--- src/hw/rtl/hff_pkg.sv ---
// shared types, constants and helpers of the hex float formatter
`default_nettype none

package hff_pkg;

  localparam int unsigned FracBits    = 52;
  localparam int unsigned FracNibbles = 13;
  localparam int unsigned BiasedBits  = 11;
  localparam int unsigned ExpBits     = 12;
  localparam int unsigned ExpMagBits  = 11;
  localparam int unsigned BcdBits     = 16;
  localparam int unsigned ExpBias     = 1023;
  localparam int unsigned SubnormMag  = 1022;

  localparam logic [6:0] AsciiZero  = 7'h30;
  localparam logic [6:0] AsciiDot   = 7'h2E;
  localparam logic [6:0] AsciiPlus  = 7'h2B;
  localparam logic [6:0] AsciiMinus = 7'h2D;
  localparam logic [6:0] AsciiLowX  = 7'h78;
  localparam logic [6:0] AsciiUpX   = 7'h58;
  localparam logic [6:0] AsciiLowP  = 7'h70;
  localparam logic [6:0] AsciiUpP   = 7'h50;
  localparam logic [6:0] AsciiLowA  = 7'h61;
  localparam logic [6:0] AsciiUpA   = 7'h41;

  typedef enum logic [3:0] {
    StIdle  = 4'b0001,
    StRound = 4'b0010,
    StConv  = 4'b0100,
    StEmit  = 4'b1000
  } hff_state_e;

  typedef struct packed {
    logic load;
    logic round;
    logic conv;
    logic emit;
  } hff_cmd_t;

  typedef struct packed {
    logic conv_done;
    logic out_free;
    logic last;
  } hff_status_t;

  function automatic logic [6:0] hex_char(input logic [3:0] v, input logic up);
    logic [6:0] base;
    base = up ? AsciiUpA : AsciiLowA;
    if (v < 4'd10) begin
      return AsciiZero + {3'b000, v};
    end
    return base + {3'b000, v} - 7'd10;
  endfunction

endpackage

`default_nettype wire

--- src/hw/rtl/hff_ctrl.sv ---
// controller state machine of the hex float formatter
`default_nettype none

module hff_ctrl import hff_pkg::*; (
  input  wire         clk_i,
  input  wire         rst_ni,
  input  wire         in_valid_i,
  output logic        in_stall_o,
  input  wire hff_status_t status_i,
  output hff_cmd_t    cmd_o
);

  hff_state_e state_q, state_d;

  always_comb begin
    state_d = state_q;
    cmd_o   = '0;
    unique case (state_q)
      StIdle: begin
        if (in_valid_i) begin
          cmd_o.load = 1'b1;
          state_d    = StRound;
        end
      end
      StRound: begin
        cmd_o.round = 1'b1;
        state_d     = StConv;
      end
      StConv: begin
        cmd_o.conv = 1'b1;
        if (status_i.conv_done) begin
          state_d = StEmit;
        end
      end
      StEmit: begin
        if (status_i.out_free) begin
          cmd_o.emit = 1'b1;
          if (status_i.last) begin
            state_d = StIdle;
          end
        end
      end
      default: begin
        state_d = StIdle;
      end
    endcase
  end

  assign in_stall_o = (state_q != StIdle);

  always_ff @(posedge clk_i or negedge rst_ni) begin
    if (!rst_ni) begin
      state_q <= StIdle;
    end else begin
      state_q <= state_d;
    end
  end

endmodule

`default_nettype wire

--- src/hw/rtl/hff_datapath.sv ---
// datapath: decode, rounding, exponent to bcd and character output register
`default_nettype none

module hff_datapath import hff_pkg::*; #(
  parameter int unsigned MaxDigits = 50
) (
  input  wire         clk_i,
  input  wire         rst_ni,
  input  wire  [63:0] double_bits_i,
  input  wire         exact_mode_i,
  input  wire  [5:0]  digit_count_i,
  input  wire         upper_case_i,
  input  wire hff_cmd_t cmd_i,
  output hff_status_t status_o,
  input  wire         out_stall_i,
  output logic        out_valid_o,
  output logic [6:0]  out_char_o,
  output logic        last_char_o
);

  logic [FracBits-1:0]   frac_q;
  logic                  lead_q;
  logic [ExpBits-1:0]    exp_q;
  logic [5:0]            ndig_q;
  logic                  round_en_q;
  logic                  upper_q;
  logic [ExpMagBits-1:0] bin_q;
  logic [BcdBits-1:0]    bcd_q;
  logic [3:0]            cnt_q;
  logic [5:0]            pos_q;
  logic                  out_valid_q;
  logic [6:0]            out_char_q;
  logic                  last_q;

  // decode of the incoming beat
  logic [BiasedBits-1:0] biased;
  logic [FracBits-1:0]   frac_in;
  logic [ExpBits-1:0]    exp_in;
  logic [3:0]            exact_n;

  assign biased  = double_bits_i[62:52];
  assign frac_in = double_bits_i[FracBits-1:0];

  always_comb begin
    exact_n = 4'd0;
    for (int k = FracNibbles - 1; k >= 0; k--) begin
      if (frac_in[4*k +: 4] != 4'd0) begin
        exact_n = 4'(FracNibbles - k);
      end
    end
  end

  always_comb begin
    if (biased == '0) begin
      exp_in = (frac_in == '0) ? '0 : (ExpBits'(0) - ExpBits'(SubnormMag));
    end else begin
      exp_in = {1'b0, biased} - ExpBits'(ExpBias);
    end
  end

  // round to nearest even at the cut
  logic [5:0]          shift;
  logic [FracBits:0]   one_w;
  logic [FracBits-1:0] unit, half, mask, rem, kept;
  logic [FracBits:0]   sum;
  logic                last_kept, round_up;
  logic [FracBits-1:0] frac_r;
  logic                lead_r;
  logic [ExpBits-1:0]  exp_r, mag_w;

  assign shift     = 6'((FracNibbles - 32'(ndig_q)) * 4);
  assign one_w     = (FracBits+1)'(1) << shift;
  assign unit      = one_w[FracBits-1:0];
  assign half      = one_w[FracBits:1];
  assign mask      = unit - FracBits'(1);
  assign rem       = frac_q & mask;
  assign kept      = frac_q & ~mask;
  assign sum       = {1'b0, kept} + one_w;
  assign last_kept = (ndig_q != 6'd0) ? |(frac_q & unit) : lead_q;
  assign round_up  = (rem > half) || ((rem == half) && last_kept);

  always_comb begin
    frac_r = frac_q;
    lead_r = lead_q;
    exp_r  = exp_q;
    if (round_en_q) begin
      frac_r = kept;
      if (round_up) begin
        if (sum[FracBits]) begin
          frac_r = '0;
          if (lead_q) begin
            exp_r = exp_q + ExpBits'(1);
          end else begin
            lead_r = 1'b1;
          end
        end else begin
          frac_r = sum[FracBits-1:0];
        end
      end
    end
  end

  assign mag_w = exp_r[ExpBits-1] ? (ExpBits'(0) - exp_r) : exp_r;

  // double dabble step
  logic [BcdBits-1:0] bcd_adj;

  always_comb begin
    for (int d = 0; d < BcdBits / 4; d++) begin
      bcd_adj[4*d +: 4] = (bcd_q[4*d +: 4] >= 4'd5) ? bcd_q[4*d +: 4] + 4'd3
                                                    : bcd_q[4*d +: 4];
    end
  end

  // character selection
  logic [5:0] dig_n, p_pos, last_pos, k_off;
  logic       has_dot;
  logic [1:0] ne_m1, idx;
  logic [6:0] char_w;
  logic       is_digit;

  assign dig_n    = (ndig_q > 6'(MaxDigits)) ? 6'(MaxDigits) : ndig_q;
  assign has_dot  = (dig_n != 6'd0);
  assign p_pos    = has_dot ? dig_n + 6'd4 : 6'd3;
  assign last_pos = p_pos + 6'd2 + {4'b0000, ne_m1};
  assign k_off    = pos_q - p_pos - 6'd2;
  assign idx      = ne_m1 - k_off[1:0];

  always_comb begin
    priority if (bcd_q[15:12] != 4'd0) begin
      ne_m1 = 2'd3;
    end else if (bcd_q[11:8] != 4'd0) begin
      ne_m1 = 2'd2;
    end else if (bcd_q[7:4] != 4'd0) begin
      ne_m1 = 2'd1;
    end else begin
      ne_m1 = 2'd0;
    end
  end

  always_comb begin
    is_digit = 1'b0;
    priority if (pos_q == 6'd0) begin
      char_w = AsciiZero;
    end else if (pos_q == 6'd1) begin
      char_w = upper_q ? AsciiUpX : AsciiLowX;
    end else if (pos_q == 6'd2) begin
      char_w = AsciiZero + {6'd0, lead_q};
    end else if (has_dot && pos_q == 6'd3) begin
      char_w = AsciiDot;
    end else if (pos_q < p_pos) begin
      char_w   = hex_char(frac_q[FracBits-1 -: 4], upper_q);
      is_digit = 1'b1;
    end else if (pos_q == p_pos) begin
      char_w = upper_q ? AsciiUpP : AsciiLowP;
    end else if (pos_q == p_pos + 6'd1) begin
      char_w = exp_q[ExpBits-1] ? AsciiMinus : AsciiPlus;
    end else begin
      char_w = AsciiZero + {3'b000, bcd_q[4*idx +: 4]};
    end
  end

  assign status_o.conv_done = (cnt_q == 4'(ExpMagBits - 1));
  assign status_o.out_free  = !out_valid_q || !out_stall_i;
  assign status_o.last      = (pos_q == last_pos);

  always_ff @(posedge clk_i) begin
    if (cmd_i.load) begin
      frac_q     <= frac_in;
      lead_q     <= (biased != '0);
      exp_q      <= exp_in;
      ndig_q     <= exact_mode_i ? {2'b00, exact_n} : digit_count_i;
      round_en_q <= !exact_mode_i && (digit_count_i < 6'(FracNibbles));
      upper_q    <= upper_case_i;
      pos_q      <= '0;
      cnt_q      <= '0;
    end
    if (cmd_i.round) begin
      frac_q <= frac_r;
      lead_q <= lead_r;
      exp_q  <= exp_r;
      bin_q  <= mag_w[ExpMagBits-1:0];
      bcd_q  <= '0;
    end
    if (cmd_i.conv) begin
      bcd_q <= {bcd_adj[BcdBits-2:0], bin_q[ExpMagBits-1]};
      bin_q <= {bin_q[ExpMagBits-2:0], 1'b0};
      cnt_q <= cnt_q + 4'd1;
    end
    if (cmd_i.emit) begin
      pos_q      <= pos_q + 6'd1;
      out_char_q <= char_w;
      last_q     <= status_o.last;
      if (is_digit) begin
        frac_q <= {frac_q[FracBits-5:0], 4'h0};
      end
    end
  end

  always_ff @(posedge clk_i or negedge rst_ni) begin
    if (!rst_ni) begin
      out_valid_q <= 1'b0;
    end else if (cmd_i.emit) begin
      out_valid_q <= 1'b1;
    end else if (!out_stall_i) begin
      out_valid_q <= 1'b0;
    end
  end

  assign out_valid_o = out_valid_q;
  assign out_char_o  = out_char_q;
  assign last_char_o = last_q;

endmodule

`default_nettype wire

--- src/hw/rtl/hex_float_formatter.sv ---
// top level of the hex float formatter
// Formats the bit pattern of a double as hex-float text "0xH.HHHp+D", one
// ASCII character per output beat; last_char_o marks the final character.
// Input channel: in_valid_i / in_stall_o with double_bits_i, exact_mode_i,
// digit_count_i and upper_case_i. A beat is taken when valid is high and
// stall is low. Output channel: out_valid_o / out_stall_i with out_char_o
// and last_char_o, held in an output register.
// After an input beat the controller passes a rounding state and the binary
// to bcd conversion of the exponent before the first character is shown.
// Throughput: one character per cycle, stepped by the emit counter, while
// the output is not stalled; an item has at most 60 characters with the
// default MAX_DIGITS of 50. in_stall_o stays high from the input beat until
// the last character sits in the output register; the next item is then
// taken while that character still waits.
// A stall on the output freezes the output register and the emit counter.
// Reset clears the controller and the output valid; no clearing pass.
`default_nettype none

module hex_float_formatter import hff_pkg::*; #(
  parameter int unsigned MAX_DIGITS = 50
) (
  input  wire        clk_i,
  input  wire        rst_ni,
  input  wire        in_valid_i,
  output logic       in_stall_o,
  input  wire [63:0] double_bits_i,
  input  wire        exact_mode_i,
  input  wire [5:0]  digit_count_i,
  input  wire        upper_case_i,
  output logic       out_valid_o,
  input  wire        out_stall_i,
  output logic [6:0] out_char_o,
  output logic       last_char_o
);

  hff_cmd_t    cmd;
  hff_status_t status;

  hff_ctrl u_ctrl (
    .clk_i      (clk_i),
    .rst_ni     (rst_ni),
    .in_valid_i (in_valid_i),
    .in_stall_o (in_stall_o),
    .status_i   (status),
    .cmd_o      (cmd)
  );

  hff_datapath #(
    .MaxDigits (MAX_DIGITS)
  ) u_datapath (
    .clk_i         (clk_i),
    .rst_ni        (rst_ni),
    .double_bits_i (double_bits_i),
    .exact_mode_i  (exact_mode_i),
    .digit_count_i (digit_count_i),
    .upper_case_i  (upper_case_i),
    .cmd_i         (cmd),
    .status_o      (status),
    .out_stall_i   (out_stall_i),
    .out_valid_o   (out_valid_o),
    .out_char_o    (out_char_o),
    .last_char_o   (last_char_o)
  );

`ifndef SYNTH
  a_busy_after_beat: assert property (@(posedge clk_i) disable iff (!rst_ni)
    in_valid_i && !in_stall_o |=> in_stall_o)
    else $error("no stall after input beat");

  a_idle_holds_last: assert property (@(posedge clk_i) disable iff (!rst_ni)
    out_valid_o && !in_stall_o |-> last_char_o)
    else $error("idle with a non-final character pending");

  a_done_on_last: assert property (@(posedge clk_i) disable iff (!rst_ni)
    $fell(in_stall_o) |-> out_valid_o && last_char_o)
    else $error("finished without final character");
`endif

endmodule

`default_nettype wire
--- config.mk ---
export PLATFORM = sky130hd
export DESIGN_NAME = hex_float_formatter
export DESIGN_NICKNAME = d
export VERILOG_FILES = /design/src/hw/rtl/hff_pkg.sv /design/src/hw/rtl/hff_ctrl.sv /design/src/hw/rtl/hff_datapath.sv /design/src/hw/rtl/hex_float_formatter.sv
export SDC_FILE = /design/constraint.sdc
export NUM_CORES = 1
export LEC_CHECK = 0
export BUFFER_PORTS_ARGS = -buffer_cell sky130_fd_sc_hd__buf_2
export CAP_MARGIN = 20
export CORE_MARGIN = 4
export CORE_UTILIZATION = 63
export DETAILED_ROUTE_END_ITERATION = 12
export PLACE_DENSITY = 0.85
export SLEW_MARGIN = 5
export SYNTH_ARGS = -nofsm -noshare
export SYNTH_HDL_FRONTEND = slang
export SYNTH_HIERARCHICAL = 1
export SYNTH_SLANG_ARGS = --single-unit
--- constraint.sdc ---
create_clock -name clk_i -period 7.6 [get_ports clk_i]
set_input_delay 0.38 -clock clk_i [delete_from_list [all_inputs] [get_ports clk_i]]
set_output_delay 0.38 -clock clk_i [all_outputs]
set_load 0.05 [all_outputs]
# Yosys cells after proc, flatten, opt, wreduce, memory -nomap -nowiden
# Index checks and enable logic that the tools add are counted.
# word_totals
regBits,123
input_bits,76
out_inout_bits,10
elab_cells,202
# op_classes
addsub,24
n_lt_le_gt_ge,9
n_eq_ne,21
shifts,2
muxes,89
bitwise_logic,4
reduce_logical,37
# op_table
operator,count
52-bit two-way mux,7
52-bit AND,3
12-bit two-way mux,8
4-bit two-way mux,22
4-bit nonzero test,16
7-bit two-way mux,8
52-bit by 53-bit adder with 53-bit output,1
"1-bit by 6-bit left shift with 53-bit output, first input constant",1
52-bit equality test,1
52-bit > comparator,1
52-bit zero test,1
52-bit NOT,1
52-bit OR reduction,1
"52-bit by 1-bit subtractor with 52-bit output, second input constant",1
6-bit two-way mux,7
11-bit two-way mux,3
16-bit two-way mux,2
1-bit two-way mux,27
6-bit equality test,3
"4-bit by 3-bit >= comparator with 1-bit output, second input constant",4
4-bit case mux with 4 select lines,1
16-bit by 5-bit indexed part select with 4-bit output,1
"6-bit by 4-bit adder with 7-bit output, first input constant",2
"12-bit by 1-bit adder with 12-bit output, second input constant",1
39 further kinds,63

# Longest topological paths before layout
# logic_depth
depth_word,15
mapped_depth,30

# Hierarchy
# The synthesis kept the hierarchy.
# by_module_without_submodules
mod,n_inst,cells_per_inst,area_per_inst_um2,seq_area_each_um2
hff_datapath,1,1527,11871.4,3037.9
hff_ctrl,1,25,249.0,101.3

# Worst setup path before layout
# OpenSTA, ideal clock, no wires.
# synth_timing
path_kind,reg-to-reg
from,register u_datapath.ndig_q[1]
to,"register u_datapath.bin_q[10], data pin"
setup_ps,264
arrival_time_ps,5845
required_time_ps,7336
slack_ps,1491
stages_incl_launch_ff,28
path_buffers,7
synth_period_minus_slack_ps,6109
path_cell_list,edfxtp_1 -> ha_1 -> buf_2 -> buf_4 -> nor2_1 -> nand2_1 -> ha_1 -> buf_2 -> clkbuf_1 -> clkbuf_1 -> o21a_1 -> buf_6 -> and2_1 -> ha_1 -> o2111a_1 -> nand4b_1 -> nor4bb_1 -> a2111oi_0 -> a211o_1 -> buf_4 -> nor3_2 -> mux2_2 -> inv_1 -> ha_1 -> inv_1 -> nor4_2 -> a2111o_1 -> o211ai_1
# synth_between
elab_chain_len,13
elab_cells_between_ends,22
cone_classes,add/sub (4); order compare (1); eq/ne (1); shift (1); mux (7); bitwise (4); reduce/logical (4)
# synth_rtl
item,line,rtl
from (decl),hff_datapath.sv:24,logic [5:0] ndig_q;
from (signal assigned),hff_datapath.sv:172,"ndig_q <= exact_mode_i ? {2'b00, exact_n} : digit_count_i;"
4-bit subtractor,hff_datapath.sv:71,assign shift = 6'((FracNibbles - 32'(ndig_q)) * 4);
1-bit by 6-bit left shift with 53-bit output,hff_datapath.sv:72,assign one_w = (FracBits+1)'(1) << shift;
52-bit by 1-bit subtractor with 52-bit output / 52-bit AND (equally long branches),"hff_datapath.sv:75, hff_datapath.sv:79",
52-bit NOT (tied with other cells),hff_datapath.sv:77,assign kept = frac_q & ~mask;
52-bit AND (tied with other cells),hff_datapath.sv:77,
52-bit by 53-bit adder with 53-bit output / 1-bit logical AND (equally long branches),"hff_datapath.sv:78, hff_datapath.sv:80",
12-bit two-way mux / 1-bit logical OR (equally long branches),"hff_datapath.sv:89, hff_datapath.sv:80",
12-bit two-way mux *,hff_datapath.sv:88,if (round_up) begin
12-bit two-way mux *,hff_datapath.sv:86,if (round_en_q) begin
1-bit by 11-bit subtractor with 11-bit output,hff_datapath.sv:103,assign mag_w = exp_r[ExpBits-1] ? (ExpBits'(0) - exp_r) : exp_r;
11-bit two-way mux *,hff_datapath.sv:103,
11-bit two-way mux *,hff_datapath.sv:178,if (cmd_i.round) begin
11-bit two-way mux *,hff_datapath.sv:185,if (cmd_i.conv) begin
to (signal assigned),hff_datapath.sv:182,bin_q <= mag_w[ExpMagBits-1:0];
to (signal assigned),hff_datapath.sv:187,"bin_q <= {bin_q[ExpMagBits-2:0], 1'b0};"
to (decl),hff_datapath.sv:27,logic [ExpMagBits-1:0] bin_q;
# Mark *: on every way between the ends. The rest lies on a longest branch, timed or not. The select of a mux whose other input is x is not followed.
# A chain may end at the register's enable or synchronous reset.

# Worst setup path in the final report
# layout_timing
from,register u_datapath.ndig_q[1]
to,register u_datapath.frac_q[31]
# layout_between
elab_chain_len,12
elab_cells_between_ends,33
cone_classes,add/sub (4); order compare (3); eq/ne (1); shift (1); mux (14); bitwise (4); reduce/logical (6)
# layout_rtl
item,line,rtl
4-bit subtractor / 6-bit > comparator (equally long branches),"hff_datapath.sv:71, hff_datapath.sv:122",
1-bit by 6-bit left shift with 53-bit output / 6-bit two-way mux (equally long branches),"hff_datapath.sv:72, hff_datapath.sv:122",
52-bit by 1-bit subtractor with 52-bit output (tied with other cells),hff_datapath.sv:75,assign mask = unit - FracBits'(1);
52-bit NOT (tied with other cells),hff_datapath.sv:77,
52-bit AND (tied with other cells),hff_datapath.sv:77,
52-bit by 53-bit adder with 53-bit output (tied with other cells),hff_datapath.sv:78,"assign sum = {1'b0, kept} + one_w;"
52-bit two-way mux (tied with other cells),hff_datapath.sv:89,if (sum[FracBits]) begin
52-bit two-way mux / 1-bit two-way mux (equally long branches),"hff_datapath.sv:88, hff_datapath.sv:147",
52-bit two-way mux / 1-bit two-way mux (equally long branches),"hff_datapath.sv:86, hff_datapath.sv:145",
52-bit two-way mux / 1-bit two-way mux (equally long branches),"hff_datapath.sv:178, hff_datapath.sv:143",
52-bit two-way mux,hff_datapath.sv:194,if (is_digit) begin
52-bit two-way mux *,hff_datapath.sv:190,if (cmd_i.emit) begin
to (signal assigned),hff_datapath.sv:169,frac_q <= frac_in;
to (signal assigned),hff_datapath.sv:179,frac_q <= frac_r;
to (signal assigned),hff_datapath.sv:195,"frac_q <= {frac_q[FracBits-5:0], 4'h0};"
to (decl),hff_datapath.sv:21,logic [FracBits-1:0] frac_q;
# Mark *: on every way between the ends. The rest lies on a longest branch, timed or not.

==> impl_metrics.ini <==
[grt]
grt_max_degree = 67
first_global_vias = 11600
globalRoute.totalOverflow = 0
global_route_usage_over_all_layers_pct = 33.20
initial_antenna_violation_count = 0
first_pass_grt_wire_length_um = 59150

[synth]
number_of_enable_type_register_cells_in_the_synthesized_netlist = 65
synth_nets = 1685
netlist-cell-type-count = 91
synthesis.area_um2 = 12120
post_synth_inst_count = 1552
yosys.area_share.adder_pct = 5.946
ys_seq_elements = 123
synthArstFlopShare_pct = 4.065
synth-simple-area-share_pct = 26.29
syn_area_per_cell_um2 = 7.810
xor_xnor_share_of_the_synthesized_area_pct = 4.965
synth_seq_area_share_pct = 25.90
ys_dominant_reg_cell = edfxtp_1
synthMuxAreaShare_pct = 4.914
synth_top_family_by_area = simple AND/OR/NAND/NOR gates
yosys_warnings = 6
fraction_of_the_mapped_netlist_area_in_compound_gates_pct = 26.13

[floorplanning]
die-height_um = 146.7
core_um2 = 18830
num_rows = 50
fp.dieArea_um2 = 21520
initial_core_util_pct = 64.37
dieWidth_um = 146.7
ios = 86

[sta]
setup_viol_count_final = 0
rsz0062_at_grt = no
slew_viol_final = 0
fin_skew_ns = 0.01051
hold_violations = 0
fmax_mhz = 143.9
tightest_slew_ns = 1.081
fin_crit_ns = 6.951
setup-tns-final_ns = 0
slew-limit-headroom_pct = 27.24
min_period_over_period_pct = 91.47
timing.final.ws_setup_ns = 0.6486

[power_and_ir_drop]
power.combinational.fraction_pct = 57.3
max-vdd-ir-drop_mv = 0.4042
swShare_pct = 50.55
pwr-share-seq_pct = 26.7
cellInternalPower_mw = 2.593
power_per_cell_area_nw_per_um2 = 397.1
power_leakage_nw = 5.031
power_switching_mw = 2.650
clkPwrFrac_pct = 16.0

[route]
first_iteration_detailed_routing_drc_count = 1682
detail_route.drc_violations = 0
routedWlPerCell_um = 19.84
drt_first_pass_iters = 6
detailroute.via_count = 12610
totalWireLength_um = 36740
ant_nets = 0
post_drt_via_cell_ratio = 6.807

[cts]
clk-insertion-delay-late_ns = 0.43
clock_path_buffers = 2
clock_tree.htree_level_count = 4
cts-buffers-inserted = 17
cts_root_buf = clkbuf_16
worst_setup_hold_path_clk_slew_ns = 0.07
cts_tree = built
cts_repair_resize_count = 0
post-cts-setup-buffers = 0
cts.sinks = 123

[worst_setup_path]
crit_path_cell_trace = buf_4 > ha_1 > nor3b_2 > buf_4 > nand2_1 > ha_1 > nor3b_1 > a21oi_1 > and2_1 > ha_1 > nand2_1 > nor4_4 > a221o_1 > a21boi_0 > o21ai_0 > nor2_4 > buf_4 > nand2b_1 > nor2_1 > a21oi_1 > a31o_2 > a21oi_1
critPathLaunch = u_datapath/ndig_q[1]$_DFFE_PP_
reg2reg_to = u_datapath/frac_q[31]$_DFF_P_
timing.critical_path.arrival_ns = 7.32
cp.depth = 22
crit_fanout = 46
crit_buf_inv = 3
crit_path_end = u_datapath/frac_q[31]$_DFF_P_
timing.reg2reg.worst_path_depth = 22
path_delay_family = simple AND/OR/NAND/NOR gates
timing.critical_path.slowest_cell_delay_ns = 0.79
critical_path_class = reg2reg
timing.critical_path.slowest_stage_cell = nor2_1
cp_data_required_time_ns = 7.97
timing.reg2reg.setup_slack_ns = 0.65
end_kind = register
crit_start_category = register
regToRegStartpoint = u_datapath/ndig_q[1]$_DFFE_PP_

[placed_design]
globalplace.congestion = 1.003
worst_slack_placed_ns = 0.9339
dpl.hpwl_um = 25520
port_buffer_count = 84

[final_layout]
drive_above_1_share_pct = 12.69
num-fill-cells = 1507
most-common-layout-cells = 173 x nand2_1, 119 x o21ai_0, 114 x a21oi_1
antennaDiodeCount = 0
multiInputGateArea_um2 = 8310
area_taken_by_flip_flops_and_latches_um2 = 3139
signed_area_change_from_the_synthesized_netlist_to_the_final_layout_pct = 8.940
num-nets-final = 1712
final_common_cell = nand2_1

[worst_hold_path]
worst_min_delay_path_category = in2reg

[run]
drv_cap = 0

[status]
status = complete, no violations
## sequential cells by signal, indices dropped and copies added, names as in the netlist
name / count
u_datapath/exp_q: 12
u_datapath/bcd_q: 16
u_datapath/round_en_q: 1
u_datapath/last_char_o: 1
u_datapath/frac_q: 52
u_datapath/pos_q: 6
u_ctrl/state_q: 4
u_datapath/cnt_q: 4
u_datapath/out_char_o: 7
u_datapath/out_valid_o: 1
u_datapath/lead_q: 1
u_datapath/ndig_q: 6
u_datapath/upper_q: 1
u_datapath/bin_q: 11
## per-stage QoR
step	hold slack [ns]	power (mW)	std cells	utilization (%)	instance area [um2]
finish	0.1312	5.243	1852	70.12	13200
global route	0.1271	5.567	1852	70.12	13200
CTS	0.1237	5.132	1852	70.12	13200
detailed placement	0.2044	4.267	1819	66.94	12600
global placement	0.2013	4.189	1819	66.94	12600
floorplan	0.08441	3.573	1552	-	12120
## Yosys cell counts (all sizes together) (7+ instances only)
cell,instances,area [um2]
a211o,7,61.31
a211oi,47,352.8
and3,26,162.7
nor2,104,390.4
o211ai,13,97.59
a2111oi,13,135.1
ha,56,700.7
nand4b,7,61.31
edfxtp,65,1952
inv,62,232.7
buf,35,229.0
nor4,22,201.5
mux2,12,135.1
xor2,27,244.0
or2,8,50.05
nor2b,26,165.2
a31oi,20,125.1
o21ai,123,615.6
o22ai,9,56.30
a311oi,9,78.83
clkbuf,65,244.0
o31ai,21,157.7
mux2i,37,370.4
a221oi,11,96.34
and2,44,276.5
nand2,174,655.6
or4,10,78.82
nor3,54,285.3
or3,10,62.56
nand3,51,255.2
nand2b,16,100.1
nor3b,14,110.1
a21oi,114,570.6
a21boi,9,67.56
nand4,16,100.1
dfxtp,53,1061
xnor2,40,357.8
o21a,10,75.07
a21o,22,165.2
## kinds of logic (layout without fill, tap and decap cells)
logic type                 Yosys count  in the layout
muxes                               53             53
AOI/OAI and AO/OA                  482            482
buffers and inverters              163            203
adders and majority gates           57             57
and+or+nand+nor                    607            607
DFF                                123            123
xor gates and xnor gates            67             67
## worst min-delay path by stage
stage                             from                            end  slack [ns]  cells after the start
after floorplan                 rst_ni  u_ctrl/state_q[1]$_DFFE_PN0P_        0.08                      0
after global placement          rst_ni  u_ctrl/state_q[1]$_DFFE_PN0P_        0.20                      1
after detailed placement        rst_ni  u_ctrl/state_q[1]$_DFFE_PN0P_        0.20                      1
after global routing      upper_case_i   u_datapath/upper_q$_DFFE_PP_        0.13                      1
final                     upper_case_i   u_datapath/upper_q$_DFFE_PP_        0.13                      1
after CTS                 upper_case_i   u_datapath/upper_q$_DFFE_PP_        0.12                      1
## metal layers
layer | vias up | GRT usage (%) | share of wire, %
li1 | 5827 | - | -
met1 | 5892 | 44.37 | 41
met2 | 768 | 51.60 | 44
met3 | 119 | 7.557 | 11
met4 | 0 | 14.72 | 4.1
met5 | - | 0 | 0
## power groups by stage
stage	clock network, mW	logic (mW)	registers [mW]
final	0.837	3.00	1.40
after global routing	0.869	3.26	1.44
after CTS	0.836	2.92	1.38
after detailed placement	0	2.88	1.39
after global placement	0	2.81	1.38
after floorplan	0	2.40	1.18
## cell type report
| cell class | count | area share (%) |
|---|---|---|
| clock buffer | 18 | 3.250 |
| timing repair buffer | 108 | 4.567 |
| inverter | 63 | 1.791 |
| multi-input combinational | 1266 | 62.94 |
| tap | 260 | 2.464 |
| sequential | 123 | 23.78 |
| clock inverter | 14 | 1.213 |
## worst register-to-register path: stages (launching register included)
cell and delay [ns]:
edfxtp_1 0.39, buf_4 0.26, ha_1 0.40, nor3b_2 0.06, buf_4 0.19, nand2_1 0.19
ha_1 0.65, nor3b_1 0.62, a21oi_1 0.19, and2_1 0.19, ha_1 0.29, nand2_1 0.12
nor4_4 0.07, a221o_1 0.34, a21boi_0 0.24, o21ai_0 0.21, nor2_4 0.18, buf_4 0.54
nand2b_1 0.49, nor2_1 0.80, a21oi_1 0.13, a31o_2 0.24, a21oi_1 0.13
## what timing repair did
action | CTS | global route
hold buffers | 1 | 0
hold endpoints to repair | 5 | 0
setup endpoints to repair | 0 | 0
(Power assumes the default switching activity.)
